==> src/rtl/esdq_pkg.sv <==
// Shared types and constants for the ellipse scan and pending-cell queue.
// Used by every module of the block; depends on nothing.
package esdq_pkg;

	localparam int CELL_BITS  = 12;
	localparam int CELLS      = 4096;
	localparam int CNT_BITS   = 13;
	localparam int MUL_BITS   = 10;
	localparam int PROD_BITS  = 20;
	localparam logic [6:0] GRID_MAX = 7'd64;
	localparam logic [CELL_BITS-1:0] LAST_CELL = 12'hFFF;

	localparam logic REG_GRID_WIDTH  = 1'b0;
	localparam logic REG_GRID_HEIGHT = 1'b1;

	typedef enum logic [3:0] {
		ST_CLR,
		ST_IDLE,
		ST_D_RX,
		ST_D_RZ,
		ST_D_LIM,
		ST_D_LIMW,
		ST_D_ROW,
		ST_D_ZT,
		ST_D_ZTW,
		ST_D_SQ,
		ST_D_XT,
		ST_D_TEST,
		ST_D_UPD,
		ST_P_RD,
		ST_P_CELL,
		ST_P_UPD
	} state_t;

	typedef struct packed {
		logic [CELL_BITS-1:0] rd_addr;
		logic [CELL_BITS-1:0] wr_addr;
		logic                 wr_pend;
		logic                 pend_val;
		logic                 wr_expl;
		logic                 expl_val;
	} flag_req_t;

	typedef struct packed {
		logic pend;
		logic expl;
	} flag_rsp_t;

endpackage

==> src/rtl/esdq_mul.sv <==
// Shared 10 x 10 unsigned multiplier with a registered product.
// Depends on esdq_pkg.
module esdq_mul (
	input  logic                            clk,
	input  logic [esdq_pkg::MUL_BITS-1:0]   a,
	input  logic [esdq_pkg::MUL_BITS-1:0]   b,
	output logic [esdq_pkg::PROD_BITS-1:0]  p
);

	logic [esdq_pkg::PROD_BITS-1:0] p_q;

	always_ff @(posedge clk) begin
		p_q <= a * b;
	end

	assign p = p_q;

endmodule

==> config.mk <==
export PLATFORM = sky130hd
export DESIGN_NAME = esdq_mul
export DESIGN_NICKNAME = d
export VERILOG_FILES = /design/src/rtl/esdq_pkg.sv /design/src/rtl/esdq_mul.sv
export SDC_FILE = /design/constraint.sdc
export NUM_CORES = 1
export LEC_CHECK = 0
export ABC_AREA = 0
export BUFFER_PORTS_ARGS = -buffer_cell sky130_fd_sc_hd__buf_2
export CAP_MARGIN = 15
export CORE_MARGIN = 5
export CORE_UTILIZATION = 50
export CTS_CLUSTER_SIZE = 20
export DETAILED_ROUTE_END_ITERATION = 16
export PLACE_DENSITY_LB_ADDON = 0.12
export REMOVE_ABC_BUFFERS = 1
export SLEW_MARGIN = 20
export SYNTH_ARGS = -nofsm -noshare
export SYNTH_HDL_FRONTEND = slang
export SYNTH_SLANG_ARGS = --single-unit
export TNS_END_PERCENT = 30
==> constraint.sdc <==
create_clock -name clk -period 6.3 [get_ports clk]
set_input_delay 0 -clock clk [delete_from_list [all_inputs] [get_ports clk]]
set_output_delay 0 -clock clk [all_outputs]
set_load 0.02 [all_outputs]
==> results.md, run 1 <==
- Final setup viols: 0
- Design area: ~4100 µm²
- Gr usage total: a little under a fifth
- Port Buf Inserts: 40
- Post-synthesis sequential area ratio: 10.7%
- Placed instance area: 3990 µm²
- Largest net degree at the start of global routing: 13
- Die area: between 9000 and 10,000 µm²
- Vias in the first global route: around 2,900
- Startpoint type of the worst setup path: input pin
- Least-Margin Pin Slew: a little over 0.4 ns
- Sink Count: 20
- Crit-path max cell delay: between 0.5 and 0.6 ns
- Post-route minimum period: between 4 and 5 ns
- H-tree lvl count: 1
- Post-Syn Area per Cell: between 9 and 10 µm²
- CTS tree: yes
- Max IR drop VDD: roughly 0.00024 V
- Slew Viols, Final: 0
- Nets: ~580
- Setup tns final: 0 ns
- Fillers: about 710
- DR iter-0 viols: 73
- Placed insts: roughly 530
- Synth Register Bits: 20
- Status: finished, final reports clean
- EDFF count, synth: 0
- # DRC: 0
- Non-filler cells, final: 535
- First-pass GRT wire length: 13,500 µm
- Via density: between 5 and 6
- Synth unique cells: 34
- Post-Syn Area: between 3000 and 4000 µm²
- Post-synth top flop: dfxtp_1
- Worst min-delay path category: input pin to flip-flop
- Slowest CP cell: fa_1
- Post-synthesis cell count: 410
- DR vias: 2,755
- CP Cell Sequence: buf_2 -> nand2_1 -> fa_1 -> inv_1 -> fa_1 -> inv_1 -> fa_1 -> inv_1 -> fa_1 -> inv_1 -> fa_1 -> inv_1 -> ha_1 -> nand3_1 -> nand2_1 -> a41oi_2 -> a32oi_2 -> mux2i_1 -> xnor2_1
- CP Capture Type: flip-flop
- Hold depth: 2
- I/O pin total: 41
- Area leader, netlist: fa_1
- Final ANT Viol Nets: 0
- Yosys warns: 0
- GRT Residual Overflow: 0
- Hold-fix buffers at CTS: 0
- Layout area overhead: 8.74%
- Asr flop ratio synth: 0%
- Longest Clk Path Bufs: 2
- Slew margin rel.: around 73%
- Crit Path Max Fanout: 10
- Hold Fails Final Rpt: 0
- Top post-synthesis cells by area: fa_1 33%, ha_1 18%, dfxtp_1 11%
- Fmax: 233 MHz
- DRT Pass-1 Iters: 4
- Final Cycle Share: 68.1%
- Layout cells sized above 1: between 10% and 20%
- Row Count: 31
- Post-CTS Setup Inserts: 0
- DP Wirelength: around 6500 µm
- RePlAce Congestion: approximately 0.80
- CTS root buf: clkbuf_8
- Die W: around 96 µm
- Core ar.: a little over 7000 µm²
- Cts bufs inserted: 3
- Max Cap Violations: 0
- Lkg Pwr: between 0.002 and 0.0025 µW
- WL/cell: between 10 and 15 µm
- RSZ-0062 raised after global routing: no
- Initial antenna violation count: 0
- Reg clk slew, reported paths: about 0.070 ns
- Worst EP required: approximately 6.5 ns
- Final WL: 7810 µm
- Max reg flops: 20
- Antenna Diode Count: 0
- Post-CTS sizing: 0
- Die height: 96.4 µm
- Worst setup path category: input pin to flip-flop
- Synth top area share: roughly 33%
- Initial Utilization: about half
- PD cells: about 410 nW/µm²
- Arrival time at the worst endpoint: 4.48 ns
[power by group]
part	total (µW)	leakage (µW)	internal [µW]	switching (µW)
Clock	128	0.0000357	84.8	42.7
Sequential	209	0.000168	199	9.67
Combinational	1320	0.00194	549	769
[critical path: cells and delay by family]
kind | cells | cell delay (ns)
fa+ha+maj | 6 | 2.83
buf+inv | 6 | 0.47
compound gates | 2 | 0.44
xor+xnor | 1 | 0.13
mux | 1 | 0.25
simple gates | 3 | 0.35
[final timing paths]
path	startpoint	end	slack, ns
max	a[6]	p[16]	2.01
min	b[0]	p[0]	0.09
[metrics by stage]
stage                     hold slack, ns  setup WS, ns  power, µW  utilization, %
after floorplan                    0.122          2.19       1240               -
after global placement             0.355          1.80       1530            55.0
after detailed placement           0.356          1.72       1540            55.0
after CTS                         0.0850          1.97       1690            56.0
after global routing              0.0958          1.74       1870            56.0
final                             0.0873          2.01       1650            56.0
[cell usage after synthesis (all sizes together) (3+ instances only)]
library cell	number
clkbuf	18
a21oi	15
and2	51
xnor2	13
and3	3
o21ai	5
dfxtp	20
xor2	4
nor2	4
fa	62
a41oi	3
nand3	6
o21bai	3
o21a	3
nand2	52
ha	55
inv	77
[layout make-up]
cell class / instances / area (µm²) / share of cell area [%]
clock buffer: 3 / 41.3 / 1.02
clock inverter: 1 / 30.0 / 0.739
inverter: 77 / 289 / 7.12
multi-input combinational: 295 / 2980 / 73.3
sequential: 20 / 400 / 9.86
tap: 99 / 124 / 3.05
timing repair buffer: 40 / 200 / 4.93
[cell families after synthesis]
kind of cell | count (synthesis) | share of synthesized area, %
AO/OA/AOI/OAI | 36 | 6.63
multiplexers | 2 | 0.536
adder cells (fa/ha/maj) | 117 | 51.7
buffers and inverters | 95 | 9.58
XOR/XNOR | 17 | 3.99
flip-flops | 20 | 10.7
AND/OR/NAND/NOR | 123 | 16.9
[cells in the final DEF (no fill, tap or decap), drive strengths merged, types with 2 or more instances in the layout]
cell type	instances
nand4	2
nor2	4
inv	77
xnor2	13
ha	55
o21a	3
o31ai	2
buf	40
nand2	52
nand3	6
and2	51
o21bai	3
o21ai	5
dfxtp	20
a41oi	3
and3	3
a31oi	2
a21oi	15
mux2i	2
xor2	4
fa	62
clkbuf	3
[per-layer routing]
| metal | track usage (%) | vias up | share of wire (%) |
|---|---|---|---|
| li1 | - | 1315 | - |
| met1 | 24.2 | 1375 | 41 |
| met2 | 34.1 | 56 | 54 |
| met3 | 2.09 | 9 | 4.3 |
| met4 | 3.50 | 0 | 1.2 |
| met5 | 0 | - | 0 |
No activity file was read; power rests on OpenSTA's default activity.
==> run 2: changes to the inputs <==
--- a/config.mk
+++ b/config.mk
@@ -5,7 +5,7 @@
 export SDC_FILE = /design/constraint.sdc
 export NUM_CORES = 1
 export LEC_CHECK = 0
-export ABC_AREA = 0
+export ABC_AREA = 1
 export BUFFER_PORTS_ARGS = -buffer_cell sky130_fd_sc_hd__buf_2
 export CAP_MARGIN = 15
 export CORE_MARGIN = 5
==> constraint.sdc (replaced) <==
create_clock -name clk -period 3.7 [get_ports clk]
set_input_delay 0 -clock clk [delete_from_list [all_inputs] [get_ports clk]]
set_output_delay 0 -clock clk [all_outputs]
set_load 0.02 [all_outputs]
==> results.md, run 2 <==
- Synth top area share: 31.3% (-1.9 points)
- Port Buf Inserts: 40 (unchanged)
- Die height: 99.0 µm (+2.7%)
- Initial Utilization: 51.3% (-0.23 points)
- Status: finished, final reports clean
- Reg clk slew, reported paths: 0.08 ns (about the same)
- DP Wirelength: 7470 µm (+14%)
- Post-synthesis sequential area ratio: 10.1% (-0.61 points)
- Sink Count: 20 (unchanged)
- Post-synthesis cell count: 536 (+31%)
- CTS tree: yes
- Die W: 99.0 µm (+2.7%)
- Gr usage total: 18.1% (-0.64 points)
- DRT Pass-1 Iters: 4 (unchanged)
- PnR worst setup slack: 0.0585 ns (-1.95 ns)
- RePlAce Congestion: 0.829 (+3.4%)
- First-pass GRT wire length: 14,800 µm (+9.8%)
- Area leader, netlist: fa_1
- Initial antenna violation count: 0 (unchanged)
- H-tree lvl count: 1 (unchanged)
- Post-synth top flop: dfxtp_1
- Count leader, synth: nand2_1
- Fmax: 275 MHz
- Via density: 4.74 (-8.0%)
- I/O pin total: 41 (unchanged)
- Worst min-delay path category: input pin to flip-flop
- Post-synth top cells: 165 x nand2_1, 145 x inv_1, 62 x fa_1, 55 x ha_1
- Worst setup path category: input pin to flip-flop
- Yosys warns: 0 (unchanged)
- GRT Residual Overflow: 0 (unchanged)
- Least-Margin Pin Slew: 0.222 ns (-0.181 ns)
- Cts bufs inserted: 3 (unchanged)
- Vias in the first global route: 3,400 (+16%)
- Startpoint type of the worst setup path: input pin
- Post-Syn Area: 3960 µm² (+6.1%)
- Most frequent cells in the layout: 150 x nand2_1, 140 x inv_1, 61 x fa_1
- DR vias: 3,398 (+23%)
- RSZ-0062 raised after global routing: yes
- DR iter-0 viols: 93 (+27%)
- Max IR drop VDD: 0.000531 V (+120%)
- Layout area overhead: 26.4%
- Fillers: 676 (-4.2%)
- Arrival time at the worst endpoint: 3.81 ns (-0.67 ns)
- Max Cap Violations: 0 (unchanged)
- Final WL: 8480 µm (+8.5%)
- Antenna Diode Count: 0 (unchanged)
- Max reg flops: 20 (unchanged)
- Lkg Pwr: 0.00310 µW (+44%)
- CP Capture Type: flip-flop
- Most common cell after layout, fill and taps aside: nand2_1
- Synth unique cells: 21 (-38%)
- Final Cycle Share: a little over nine tenths
- Layout cells sized above 1: 25.0% (+14 points)
- Pwr Total: 3890 µW (+140%)
- PD cells: 777 nW/µm² (+91%)
- Largest net degree at the start of global routing: 13 (unchanged)
- Slew Viols, Final: 0 (unchanged)
- Worst EP required: 3.87 ns (-2.62 ns)
- Reg area: 400 µm² (unchanged)
- Core ar.: 7730 µm² (+6.5%)
- Asr flop ratio synth: 0% (unchanged)
- Slew margin rel.: 85.0% (+12 points)
- Synth Register Bits: 20 (unchanged)
- Pre-CTS WS: -0.425 ns (-2.15 ns)
- Nets: 754 (+31%)
- Final setup viols: 0 (unchanged)
- Crit Path Max Fanout: 4 (-6)
- Setup tns final: 0 ns (unchanged)
- Hold Fails Final Rpt: 0 (unchanged)
- Top post-synthesis cells by area: fa_1 31%, ha_1 17%, nand2_1 16%
- Final ANT Viol Nets: 0 (unchanged)
- CTS root buf: clkbuf_8
- Row Count: 32 (+3.2%)
- Post-route minimum period: 3.64 ns
- Post-Syn Area per Cell: 7.39 µm² (-19%)
- Hold-fix buffers at CTS: 0 (unchanged)
- WL/cell: 11.8 µm (-19%)
- Longest Clk Path Bufs: 2 (unchanged)
- # DRC: 0 (unchanged)
- Multi-input gate area: 3180 µm² (+6.8%)
- Die area: 9800 µm² (+5.4%)
- EDFF count, synth: 0 (unchanged)
## run 2: path summary, 6_finish.rpt
path,start,endpoint,slack [ns],cells after the start
worst max-delay path,b[1],p[15],0.06,21
worst min-delay path,b[0],p[0],0.05,3
## run 2: kinds of logic after synthesis
family | Yosys count | synth area share [%]
AND/OR/NAND/NOR | 199 | 20.2
buffers and inverters | 166 | 15.7
flip-flops | 20 | 10.1
AO/OA/AOI/OAI | 24 | 3.10
XOR/XNOR | 10 | 2.21
adder cells (fa/ha/maj) | 117 | 48.7
## run 2: per-layer routing
metal	vias to the layer above	GRT usage (%)	part of all wire, %
met5	-	0	0
met4	0	2.84	0.90
met3	9	2.62	3.5
met2	60	31.9	52
met1	1628	24.1	44
li1	1701	-	-
## run 2: where the power goes
part	leakage, µW	total [µW]	switching [µW]	internal, µW
Sequential	0.000168	355	18.1	337
Clock	0.0000357	220	75.9	145
Combinational	0.00290	3320	1830	1480
Total	0.00310	3890	1930	1960
## run 2: what timing repair did
| action | CTS | global route |
|---|---|---|
| pin swaps | 2 | 27 |
| gates resized for setup | 14 | 68 |
| gates cloned | 0 | 0 |
| setup endpoints to repair | 10 | 11 |
| buffers inserted | 0 | 1 |
## run 2: layout make-up
| cell class | count | area share (%) |
|---|---|---|
| repair buffers | 95 | 13.6 |
| well taps | 102 | 2.55 |
| multi-input cells | 350 | 63.5 |
| clock inverters | 1 | 0.600 |
| flip-flops and latches | 20 | 7.99 |
| clock buffers | 3 | 0.824 |
| inverters | 146 | 10.9 |
## run 2: worst max-delay path: stages
cell and delay [ns]:
buf_8 0.09, nand2_4 0.05, fa_1 0.52, inv_1 0.05, fa_1 0.49, inv_2 0.04
fa_1 0.49, inv_2 0.04, fa_1 0.51, inv_2 0.04, fa_1 0.51, inv_2 0.05
ha_4 0.26, nand2_2 0.06, nand2_2 0.06, a21oi_2 0.17, nand3_4 0.12, nand2_2 0.10
nand2_1 0.05, nand2_1 0.05, nand2_1 0.04
## run 2: stage by stage
step | std cells | util (%) | area, µm² | hold WS [ns]
floorplan | 516 | - | 3890 | 0.0935
global placement | 712 | 59.8 | 4620 | 0.319
detailed placement | 712 | 59.8 | 4620 | 0.337
CTS | 716 | 61.7 | 4770 | 0.0470
global route | 717 | 64.8 | 5010 | 0.0542
finish | 717 | 64.8 | 5010 | 0.0497
